==> config.mk <==
export PLATFORM = sky130hd
export DESIGN_NAME = shader_source_keyword_scanner
export DESIGN_NICKNAME = d
export VERILOG_FILES = /design/src/hdl/sskw_pkg.sv /design/src/hdl/sskw_match.sv /design/src/hdl/shader_source_keyword_scanner.sv
export SDC_FILE = /design/constraint.sdc
export NUM_CORES = 1
export LEC_CHECK = 0
export BUFFER_PORTS_ARGS = -buffer_cell sky130_fd_sc_hd__clkbuf_2
export CAP_MARGIN = 20
export CORE_ASPECT_RATIO = 1.75
export CORE_MARGIN = 2
export CORE_UTILIZATION = 57
export DETAILED_ROUTE_END_ITERATION = 6
export PLACE_DENSITY = 0.8
export SETUP_SLACK_MARGIN = 0.5
export SYNTH_ARGS = -nofsm -noshare
export SYNTH_HDL_FRONTEND = slang
export SYNTH_SLANG_ARGS = --single-unit
export TNS_END_PERCENT = 30
==> constraint.sdc <==
create_clock -name clk -period 4.6 [get_ports clk]
set_input_delay 0.46 -clock clk [delete_from_list [all_inputs] [get_ports clk]]
set_output_delay 0.46 -clock clk [all_outputs]
set_load 0.01 [all_outputs]
==> src/hdl/sskw_pkg.sv <==
// Shared types, constants and match helpers for the shader source keyword scanner.
// Used by sskw_match and shader_source_keyword_scanner; depends on nothing.
package sskw_pkg;

    localparam int WINDOW_BYTES = 12;
    localparam int PATTERN_MAX  = 12;

    typedef logic [WINDOW_BYTES-1:0][7:0] win_t;
    typedef logic [8*PATTERN_MAX-1:0]     pattern_t;
    typedef logic [3:0]                   flags_t;
    typedef logic [9:0]                   version_t;

    localparam int FLAG_ES   = 0;
    localparam int FLAG_GEO  = 1;
    localparam int FLAG_TESS = 2;
    localparam int FLAG_COMP = 3;

    localparam version_t VERSION_MAX = 10'd1023;
    localparam version_t VERSION_100 = 10'd100;
    localparam version_t VERSION_300 = 10'd300;
    localparam version_t VERSION_310 = 10'd310;
    localparam version_t VERSION_320 = 10'd320;

    localparam logic [7:0] CH_NUL    = 8'h00;
    localparam logic [7:0] CH_TAB    = 8'h09;
    localparam logic [7:0] CH_LF     = 8'h0a;
    localparam logic [7:0] CH_CR     = 8'h0d;
    localparam logic [7:0] CH_SPACE  = 8'h20;
    localparam logic [7:0] CH_HASH   = 8'h23;
    localparam logic [7:0] CH_LPAREN = 8'h28;
    localparam logic [7:0] CH_0      = 8'h30;
    localparam logic [7:0] CH_9      = 8'h39;
    localparam logic [7:0] CH_SEMI   = 8'h3b;
    localparam logic [7:0] CH_LC_E   = 8'h65;
    localparam logic [7:0] CH_LC_I   = 8'h69;
    localparam logic [7:0] CH_LC_N   = 8'h6e;
    localparam logic [7:0] CH_LC_O   = 8'h6f;
    localparam logic [7:0] CH_LC_R   = 8'h72;
    localparam logic [7:0] CH_LC_S   = 8'h73;
    localparam logic [7:0] CH_LC_V   = 8'h76;

    typedef enum logic [9:0] {
        DIR_IDLE    = 10'b00_0000_0001,
        DIR_HASH    = 10'b00_0000_0010,
        DIR_V       = 10'b00_0000_0100,
        DIR_VE      = 10'b00_0000_1000,
        DIR_VER     = 10'b00_0001_0000,
        DIR_VERS    = 10'b00_0010_0000,
        DIR_VERSI   = 10'b00_0100_0000,
        DIR_VERSIO  = 10'b00_1000_0000,
        DIR_AFTER   = 10'b01_0000_0000,
        DIR_DIGITS  = 10'b10_0000_0000
    } dir_state_t;

    typedef enum logic [2:0] {
        LAY_IDLE  = 3'b001,
        LAY_ARMED = 3'b010,
        LAY_TOKEN = 3'b100
    } lay_state_t;

    typedef enum logic [1:0] {
        KIND_FRAGMENT     = 2'd0,
        KIND_GEOMETRY     = 2'd1,
        KIND_TESSELLATION = 2'd2,
        KIND_COMPUTE      = 2'd3
    } kind_t;

    typedef struct packed {
        flags_t keyword_flags;
        flags_t token_flags;
        logic   patch_tail;
        logic   layout_tail;
    } hits_t;

    function automatic logic is_blank(logic [7:0] b);
        return (b == CH_SPACE) || (b == CH_TAB);
    endfunction

    function automatic logic is_digit(logic [7:0] b);
        return b inside {[CH_0:CH_9]};
    endfunction

    // pattern is right-aligned: its last character sits in the low byte
    function automatic logic tail_is(win_t win, pattern_t pat, int unsigned len);
        logic hit;
        hit = (len <= WINDOW_BYTES);
        for (int k = 0; k < PATTERN_MAX; k++)
        begin
            if ((k < len) && (k < WINDOW_BYTES))
            begin
                if (win[WINDOW_BYTES-1-k] != pat[8*k +: 8])
                    hit = 1'b0;
            end
        end
        return hit;
    endfunction

    function automatic logic token_hit(win_t win, pattern_t pat, int unsigned len);
        logic [7:0] prior;
        prior = CH_NUL;
        if (len + 1 <= WINDOW_BYTES)
            prior = win[WINDOW_BYTES-1-len];
        return (len + 1 <= WINDOW_BYTES) && tail_is(win, pat, len) &&
               (is_blank(prior) || (prior == CH_LPAREN));
    endfunction

    function automatic logic version_ok(version_t v);
        return (v == VERSION_100) || (v == VERSION_300) ||
               (v == VERSION_310) || (v == VERSION_320);
    endfunction

    function automatic version_t add_digit(version_t v, logic [7:0] b);
        logic [13:0] sum;
        sum = {4'b0, v} * 14'd10 + {10'b0, b[3:0]};
        if (sum > {4'b0, VERSION_MAX})
            return VERSION_MAX;
        return sum[9:0];
    endfunction

endpackage

==> src/hdl/sskw_match.sv <==
// Parallel pattern compare over the shifted history window.
// Depends on sskw_pkg for the window type, hit struct and compare helpers.
module sskw_match
    import sskw_pkg::*;
(
    input  win_t  win,
    output hits_t hits
);

    always_comb
    begin
        hits = '0;

        hits.keyword_flags[FLAG_GEO] = tail_is(win, pattern_t'("EmitVertex"), 10) ||
                                       tail_is(win, pattern_t'("EndPrimitive"), 12) ||
                                       tail_is(win, pattern_t'("max_vertices"), 12);
        hits.keyword_flags[FLAG_TESS] = tail_is(win, pattern_t'("gl_TessL"), 8) ||
                                        tail_is(win, pattern_t'("gl_TessC"), 8);
        hits.keyword_flags[FLAG_COMP] = tail_is(win, pattern_t'("gl_WorkG"), 8) ||
                                        tail_is(win, pattern_t'("gl_Local"), 8) ||
                                        tail_is(win, pattern_t'("gl_Global"), 9) ||
                                        tail_is(win, pattern_t'("gl_NumWork"), 10);

        hits.token_flags[FLAG_GEO] = token_hit(win, pattern_t'("tri"), 3) ||
                                     token_hit(win, pattern_t'("points"), 6) ||
                                     token_hit(win, pattern_t'("line"), 4) ||
                                     token_hit(win, pattern_t'("quads"), 5) ||
                                     token_hit(win, pattern_t'("isolines"), 8);
        hits.token_flags[FLAG_COMP] = token_hit(win, pattern_t'("local_size_"), 11);
        hits.token_flags[FLAG_TESS] = token_hit(win, pattern_t'("vertices"), 8);

        hits.patch_tail  = tail_is(win, pattern_t'("patch"), 5);
        hits.layout_tail = tail_is(win, pattern_t'("layout("), 7);
    end

endmodule

==> src/hdl/shader_source_keyword_scanner.sv <==
// Top level of the shader source keyword scanner: matcher state and result register.
// Depends on sskw_pkg and sskw_match.
//
// Usage:
//   Source text enters one byte per transfer on the byte channel (source_byte,
//   last_byte, byte_valid/byte_stall). A byte can be taken in every cycle.
//   The transfer that carries last_byte produces one result on the result
//   channel (four flags and shader_kind, result_valid/result_stall); no other
//   transfer produces one. A zero byte ends the scan; later bytes up to the
//   last one are taken and ignored.
//   The result is registered: it is valid the cycle after its last byte is taken.
//   Throughput: one byte per cycle while byte_stall is low.
//   While a result waits under result_stall, further non-last bytes are still
//   taken; byte_stall is raised only for a last byte that would need the
//   occupied result register.
//   After each result, and at reset, the window, matchers and flags clear so
//   that the next source starts fresh. Reset empties the result register.
module shader_source_keyword_scanner
    import sskw_pkg::*;
(
    input  logic       clk,
    input  logic       rst_n,

    input  logic [7:0] source_byte,
    input  logic       last_byte,
    input  logic       byte_valid,
    output logic       byte_stall,

    output logic       es_version_seen,
    output logic       geometry_seen,
    output logic       tessellation_seen,
    output logic       compute_seen,
    output logic [1:0] shader_kind,
    output logic       result_valid,
    input  logic       result_stall
);

    win_t       window_reg, window_next, win_shift;
    dir_state_t dir_reg, dir_next;
    version_t   version_reg, version_next;
    lay_state_t lay_reg, lay_next;
    logic       patch_reg, patch_next;
    flags_t     flags_reg, flags_next, flags_final;
    logic       ended_reg, ended_next;
    hits_t      hits;

    logic       result_valid_reg;
    flags_t     result_flags_reg;
    kind_t      result_kind_reg, kind_final;
    logic       accept;

    assign win_shift = {source_byte, window_reg[WINDOW_BYTES-1:1]};

    sskw_match u_match
    (
        .win  (win_shift),
        .hits (hits)
    );

    assign byte_stall = result_valid_reg && result_stall && last_byte;
    assign accept     = byte_valid && !byte_stall;

    always_comb
    begin
        window_next  = window_reg;
        dir_next     = dir_reg;
        version_next = version_reg;
        lay_next     = lay_reg;
        patch_next   = patch_reg;
        flags_next   = flags_reg;
        ended_next   = ended_reg;

        if (!ended_reg && (source_byte == CH_NUL))
        begin
            if (patch_reg)
                flags_next[FLAG_TESS] = 1'b1;
            if ((dir_reg == DIR_DIGITS) && version_ok(version_reg))
                flags_next[FLAG_ES] = 1'b1;
            patch_next = 1'b0;
            dir_next   = DIR_IDLE;
            ended_next = 1'b1;
        end
        else if (!ended_reg)
        begin
            window_next = win_shift;

            if (patch_reg && (is_blank(source_byte) || (source_byte == CH_LF) ||
                              (source_byte == CH_CR) || (source_byte == CH_SEMI) ||
                              (source_byte == CH_LPAREN)))
                flags_next[FLAG_TESS] = 1'b1;
            patch_next = hits.patch_tail;

            case (dir_reg)
                DIR_HASH:
                begin
                    if (source_byte == CH_LC_V)
                        dir_next = DIR_V;
                    else if (!is_blank(source_byte))
                        dir_next = DIR_IDLE;
                end
                DIR_V:      dir_next = (source_byte == CH_LC_E) ? DIR_VE : DIR_IDLE;
                DIR_VE:     dir_next = (source_byte == CH_LC_R) ? DIR_VER : DIR_IDLE;
                DIR_VER:    dir_next = (source_byte == CH_LC_S) ? DIR_VERS : DIR_IDLE;
                DIR_VERS:   dir_next = (source_byte == CH_LC_I) ? DIR_VERSI : DIR_IDLE;
                DIR_VERSI:  dir_next = (source_byte == CH_LC_O) ? DIR_VERSIO : DIR_IDLE;
                DIR_VERSIO: dir_next = (source_byte == CH_LC_N) ? DIR_AFTER : DIR_IDLE;
                DIR_AFTER:
                begin
                    if (is_digit(source_byte))
                    begin
                        version_next = add_digit('0, source_byte);
                        dir_next     = DIR_DIGITS;
                    end
                    else if (!is_blank(source_byte))
                        dir_next = DIR_IDLE;
                end
                DIR_DIGITS:
                begin
                    if (is_digit(source_byte))
                        version_next = add_digit(version_reg, source_byte);
                    else
                    begin
                        if (version_ok(version_reg))
                            flags_next[FLAG_ES] = 1'b1;
                        dir_next = DIR_IDLE;
                    end
                end
                default:    dir_next = DIR_IDLE;
            endcase
            if (source_byte == CH_HASH)
            begin
                dir_next     = DIR_HASH;
                version_next = '0;
            end

            flags_next = flags_next | hits.keyword_flags;

            if (source_byte == CH_LPAREN)
                lay_next = hits.layout_tail ? LAY_ARMED : LAY_IDLE;
            else if ((lay_reg == LAY_ARMED) && !is_blank(source_byte))
                lay_next = LAY_TOKEN;
            else if ((lay_reg == LAY_TOKEN) && is_blank(source_byte))
                lay_next = LAY_IDLE;

            if (lay_next == LAY_TOKEN)
                flags_next = flags_next | hits.token_flags;
        end

        // end of text at the last byte closes a pending patch or version
        flags_final = flags_next;
        if (!ended_next)
        begin
            if (patch_next)
                flags_final[FLAG_TESS] = 1'b1;
            if ((dir_next == DIR_DIGITS) && version_ok(version_next))
                flags_final[FLAG_ES] = 1'b1;
        end

        if (flags_final[FLAG_GEO])
            kind_final = KIND_GEOMETRY;
        else if (flags_final[FLAG_TESS])
            kind_final = KIND_TESSELLATION;
        else if (flags_final[FLAG_COMP])
            kind_final = KIND_COMPUTE;
        else
            kind_final = KIND_FRAGMENT;
    end

    always_ff @(posedge clk or negedge rst_n)
    begin
        if (!rst_n)
        begin
            window_reg  <= '0;
            dir_reg     <= DIR_IDLE;
            version_reg <= '0;
            lay_reg     <= LAY_IDLE;
            patch_reg   <= 1'b0;
            flags_reg   <= '0;
            ended_reg   <= 1'b0;
        end
        else if (accept)
        begin
            if (last_byte)
            begin
                window_reg  <= '0;
                dir_reg     <= DIR_IDLE;
                version_reg <= '0;
                lay_reg     <= LAY_IDLE;
                patch_reg   <= 1'b0;
                flags_reg   <= '0;
                ended_reg   <= 1'b0;
            end
            else
            begin
                window_reg  <= window_next;
                dir_reg     <= dir_next;
                version_reg <= version_next;
                lay_reg     <= lay_next;
                patch_reg   <= patch_next;
                flags_reg   <= flags_next;
                ended_reg   <= ended_next;
            end
        end
    end

    always_ff @(posedge clk or negedge rst_n)
    begin
        if (!rst_n)
            result_valid_reg <= 1'b0;
        else if (accept && last_byte)
            result_valid_reg <= 1'b1;
        else if (!result_stall)
            result_valid_reg <= 1'b0;
    end

    always_ff @(posedge clk)
    begin
        if (accept && last_byte)
        begin
            result_flags_reg <= flags_final;
            result_kind_reg  <= kind_final;
        end
    end

    assign result_valid      = result_valid_reg;
    assign es_version_seen   = result_flags_reg[FLAG_ES];
    assign geometry_seen     = result_flags_reg[FLAG_GEO];
    assign tessellation_seen = result_flags_reg[FLAG_TESS];
    assign compute_seen      = result_flags_reg[FLAG_COMP];
    assign shader_kind       = result_kind_reg;

endmodule

### After elaboration in Yosys (flattened, before gate mapping)

Cells that the tools add are included.

* flip-flop bits (word level): 124
* logic and storage cells: 439

* reduce and logical (&&, ||, !) cells: 56
* $mul: 1
* $lt $le $gt $ge: 4
* bitwise gates (word level): 2
* add/sub/neg operators: 1
* multiplexer cells: 205
* equality and inequality tests: 150

Operators with widths (count)
* 8-bit by 7-bit != test with 1-bit output, second input constant: 93
* 96-bit two-way mux: 3
* 10-bit two-way mux: 18
* 1-bit two-way mux: 162
* 8-bit by 6-bit equality test with 1-bit output, second input constant: 16
* 10-bit one-hot mux with 9 select lines: 1
* 8-bit by 4-bit equality test with 1-bit output, second input constant: 9
* 10-bit by 9-bit equality test with 1-bit output, second input constant: 7
* 8-bit by 7-bit equality test with 1-bit output, second input constant: 7
* 1-bit logical OR: 33
* 10-bit by 7-bit equality test with 1-bit output, second input constant: 3
* 3-bit two-way mux: 8
* 10-bit equality test, second input constant: 2
* 10-bit one-hot mux with 2 select lines: 1
* 1-bit logical AND: 18
* 4-bit two-way mux: 4
* 14-bit by 4-bit adder with 14-bit output: 1
* 14-bit by 10-bit > comparator with 1-bit output, second input constant: 1
* 10-bit by 3-bit multiplier with 13-bit output, second input constant: 1
* 10-bit by 2-bit equality test with 1-bit output, second input constant: 1
* 10-bit by 3-bit equality test with 1-bit output, second input constant: 1
* 10-bit by 4-bit equality test with 1-bit output, second input constant: 1
* 10-bit by 5-bit equality test with 1-bit output, second input constant: 1
* 10-bit by 6-bit equality test with 1-bit output, second input constant: 1
* 19 further kinds: 26

### Depth between registers and ports, before layout

* depth in word-level cells: 23
* mapped depth: 15
* mapped depth without buffers: 14

### Hierarchy

Synthesis repeated with hierarchy kept, for this count alone.

* cell total of the unflattened synthesis: 823
* area total of the unflattened synthesis: 7977.7 um2

Modules (own cells, without submodules)
* shader_source_keyword_scanner: sequential area each 3135.5 um2, instances 1, area an instance 6500.0 um2, cells an instance 606
* sskw_match: sequential area each 0.0 um2, instances 1, area an instance 1477.7 um2, cells an instance 217

### Worst setup path before layout

No wires, ideal clock.

* kind: register to register
* from: reg version_reg[1]
* to: reg result_flags_reg[0], data pin
* clock period less this slack: 3927 ps
* arrival: 3776 ps
* stages on the path, launching flop included: 16
* slack: 673 ps
* setup time: 151 ps
* cell sequence: dfrtp_1 ha_1 ha_1 inv_1 fa_1 nand2b_1 a211oi_1 nand3_1 nor4b_2 mux2_2 buf_6 a32oi_1 a21oi_1 or3_1 a211o_1 a31oi_2

* cells in the longest elaborated chain, start to end: 21
* elaborated cells on any way between the ends: 44

Ends and longest elaborated chain
* start: declaration: line shader_source_keyword_scanner.sv:40 `version_t version_reg, version_next;`
* start signal: assignment: line shader_source_keyword_scanner.sv:197 `version_reg <= version_next;`
* 10-bit by 3-bit multiplier with 13-bit output: line sskw_pkg.sv:114 `sum = {4'b0, v} * 14'd10 + {10'b0, b[3:0]};`
* 14-bit by 4-bit adder with 14-bit output: line sskw_pkg.sv:114
* 14-bit by 10-bit > comparator with 1-bit output: line sskw_pkg.sv:115 `if (sum > {4'b0, VERSION_MAX})`
* 1-bit two-way mux: line sskw_pkg.sv:115
* 1-bit two-way mux: line shader_source_keyword_scanner.sv:119 `if (is_digit(source_byte))`
* 1-bit two-way mux: line shader_source_keyword_scanner.sv:93 `case (dir_reg)`
* 1-bit two-way mux: line shader_source_keyword_scanner.sv:83 `else if (!ended_reg)`
* 1-bit two-way mux: line shader_source_keyword_scanner.sv:73 `if (!ended_reg && (source_byte == CH_NUL))`
* [5 not listed]
* 10-bit two-way mux: line shader_source_keyword_scanner.sv:73
* 10-bit by 7-bit equality test with 1-bit output / 10-bit by 9-bit equality test with 1-bit output (equally long branches): line sskw_pkg.sv:108 `return (v == VERSION_100) || (v == VERSION_300) ||`
* 1-bit logical OR (2 in a row): line sskw_pkg.sv:108
* 1-bit logical OR: line sskw_pkg.sv:109 `(v == VERSION_310) || (v == VERSION_320);`
* 1-bit logical AND: line shader_source_keyword_scanner.sv:155 `if ((dir_next == DIR_DIGITS) && version_ok(version_next))`
* 1-bit two-way mux: line shader_source_keyword_scanner.sv:155
* 1-bit two-way mux (*): line shader_source_keyword_scanner.sv:151 `if (!ended_next)`
* named net flags_final[0]: line shader_source_keyword_scanner.sv:43 `flags_t flags_reg, flags_next, flags_final;`
* end signal: assignment: line shader_source_keyword_scanner.sv:220 `result_flags_reg <= flags_final;`
* end: declaration: line shader_source_keyword_scanner.sv:48 `flags_t result_flags_reg;`

The timed path passes the listed nets; every way through them passes the cells marked *. The select of a mux whose other input is x is not followed.
A chain may end at the register's enable or synchronous reset.

### Worst setup path after layout

* from: reg version_reg[3]
* to: reg result_flags_reg[0], data pin

Same word-level chain as after synthesis.

==> run_results.csv <==
group,metric,value,unit
run_status,status,"finished with violations",
run_status,violations,"DRC",
timing,period_needed,3.98,ns
clock_tree,clockRootBuffer,"clkbuf_16",
timing,setup_viol,0,
clock_tree,cts_max_path_buffers,2,
timing,fmax,251,MHz
worst_setup_path,cp_slowest_cell,"dfrtp_2",
synthesis,yosysTopAreaCellShare,0.378,
worst_setup_path,path_common_cell,"ha_1",
worst_setup_path,crit_buf_inv,1,
place,gp_congestion,1.08,
worst_setup_path,crit_type,"flop to flop",
worst_setup_path,critPathMaxStageDelay,0.45,ns
synthesis,synth-edff-count,6,
worst_setup_path,crit_fanout,8,
synthesis,ys_seq_elements,124,
place,pre_cts_slack,0.432,ns
worst_hold_path,hp-class,"primary input to async pin",
timing,timing.final.ws_setup,0.623,ns
timing,tightest_slew,1.04,ns
routing,drc,2,
synthesis,synthFlopType,"dfrtp_1",
synthesis,synthArstFlopShare,0.952,
routing,initialDrtViolationCount,683,
synthesis,syn_nets,842,
worst_setup_path,reg2reg_setup_slack,0.62,ns
worst_setup_path,cp.arrival,4.25,ns
die,fp.dieW,91.7,µm
clock_tree,cts_tree,"yes",
pwr,p_leak,3.55,nW
global_routing,antenna_found_initial,0,
clock_tree,clk-insertion-delay-late,0.43,ns
die,coreArea,13300,µm²
clock_tree,holdBufCountCts,0,
synthesis,yosys_warnings,0,
worst_setup_path,end_kind,"flop",
timing,finalSetupTns,0,ns
finish,syn2layout_area_growth,12.5,%
synthesis,yosys.cell_count.top_type,"dfrtp_1",
routing,vias,7430,
synthesis,seq_area_frac_synth,0.408,
place,hpwlAfterDp,20900,µm
finish,fin_area,8640,µm²
finish,largest_register_ffs,88,
synthesis,synth_top_cells_by_count,"dfrtp_1, a22o_1, nand2_1, nor2_1, clkbuf_1",
finish,nets,856,
timing,fin_skew,0.0103,ns
synthesis,mappedNetlistArea,7680,µm²
global_routing,grt_pass1_wl,43500,µm
timing,rsz0062_at_grt,"false",
clock_tree,path_clk_slew,0.06,ns
synthesis,ys_types,91,
finish,n_antenna_cell,0,
global_routing,grt_pass1_vias,7384,
worst_setup_path,required,4.88,ns
pwr,pwr_density_cell,322,nW/µm²
pwr,vdd_drop_max,258,µV
die,die_h,158,µm
routing,drt_pass1_iterations,7,
job,maxCapViolations,0,
global_routing,grt_max_degree,93,
routing,avgRoutedWirePerCell,28.4,µm
synthesis,avgSynthCellArea,9.50,µm²
die,core.rowCount,56,
worst_setup_path,crit_family,"simple AND/OR/NAND/NOR gates",
place,port_buffers,20,
die,dieArea,14500,µm²
place,dp.cells,970,
die,initial_core_util,0.577,
global_routing,grtUsageTotal,0.407,
clock_tree,cts_made_buffers,17,
worst_setup_path,startpoint_type,"flop",
timing,drv_slew,0,
worst_setup_path,path_cells,"ha_1 -> ha_1 -> inv_1 -> fa_2 -> nand2b_4 -> a211oi_2 -> nand3_2 -> nor4b_4 -> mux2_4 -> a32oi_2 -> a21oi_1 -> or3_1 -> a211o_1 -> a31oi_2",
clock_tree,htree_levels,4,
routing,routed_wl,28600,µm
synthesis,yosysTopAreaCell,"dfrtp_1",
routing,ant_nets,0,
place,place_area,7920,µm²
timing,final-hold-violation-count,0,
timing,timing.final.crit_share,0.865,
timing,whs,0.124,ns
die,ios,21,
routing,post_drt_via_cell_ratio,7.36,
clock_tree,cts_sinks,124,
finish,final_layout_size_suffix_gt1_frac,0.141,
synthesis,synth_area_leaders,"dfrtp_1, a22o_1, nand2_1, ha_1, nor2_1",
timing,slew_headroom,0.300,
synthesis,synth_cells,808,
global_routing,overflow,0,
finish,fin_cells,1009,
-- worst paths after layout --
check,startpoint,endpoint,cells after the start
max,version_reg[3],result_flags_reg[0],14
min,rst_n,win_shift[61],1
max reg2reg,version_reg[3],result_flags_reg[0],14
min reg2reg,win_shift[4],win_shift[4],1
max in group asynchronous,rst_n,win_shift[47],2
min in group clk,result_stall,result_valid,3
-- metrics by stage --
stage                     utilization  power (mW)
after CTS                       0.641        2.77
after global routing            0.649        2.84
after detailed placement        0.595        1.39
after global placement          0.595        1.38
after floorplan                     -        1.28
final                           0.649        2.78
-- layout by cell type (no fill, tap or decap), types with 5 or more instances in the layout --
cell type	count
nand3_1	31
nor4_1	25
nor4b_1	6
a21oi_1	24
nor4bb_1	6
nor3b_1	12
inv_1	18
a31oi_1	10
ha_1	19
edfxtp_1	6
a22o_1	94
nor3_1	29
o21ai_0	36
inv_6	6
or3_1	6
nand2_1	67
xor2_1	9
nor2_1	51
nand3b_1	10
dfrtp_1	113
nand2b_1	18
nand4b_1	13
or4_1	9
clkbuf_2	19
mux2i_1	5
clkbuf_16	17
nor2b_1	12
nand4_1	18
buf_4	20
a32o_1	7
-- cell type report --
class	instances	area, µm²
Tap cell	174	218
Clock buffer	17	425
Clock inverter	15	184
Sequential cell	124	3140
Timing Repair Buffer	40	265
Fill cell	1075	4670
Inverter	19	71.3
Multi-Input combinational cell	620	4340
-- cells by family after synthesis --
group	share of synthesized area
multiplexers	0.0124
flip-flops	0.408
buffers and inverters	0.0347
adder cells (fa/ha/maj)	0.0362
AO/OA/AOI/OAI	0.222
XOR/XNOR	0.0137
AND/OR/NAND/NOR	0.272
-- repair_timing --
action / CTS / global route
endpoints found under the setup margin: 1 / 1
buffers inserted: 0 / 7
pin swaps: 0 / 4
resized for setup: 4 / 7
-- where the power goes --
| group | internal (mW) | leakage (nW) | total [mW] | switching, mW |
|---|---|---|---|---|
| Combinational | 0.0554 | 1.57 | 0.207 | 0.151 |
| Sequential | 1.12 | 1.69 | 1.17 | 0.0466 |
| Clock | 0.861 | 0.303 | 1.41 | 0.546 |
| Total | 2.04 | 3.55 | 2.78 | 0.744 |
-- worst reg2reg max path, cell delays in order, from the launching register on --
cell and delay (ns):
dfrtp_2 0.45, ha_1 0.29, ha_1 0.23, inv_1 0.08, fa_2 0.45, nand2b_4 0.17, a211oi_2 0.19, nand3_2 0.14
nor4b_4 0.32, mux2_4 0.39, a32oi_2 0.18, a21oi_1 0.09, or3_1 0.39, a211o_1 0.31, a31oi_2 0.15
-- layer usage --
layer | vias to the layer above | share of wire | GRT usage | wire [µm]
met5 | - | 0 | 0 | 0
met4 | 0 | 0.11 | 0.367 | 3170
met3 | 190 | 0.069 | 0.0871 | 1990
met2 | 489 | 0.52 | 0.727 | 14800
met1 | 3581 | 0.30 | 0.382 | 8690
li1 | 3170 | - | - | -
(Power assumes the default switching activity.)
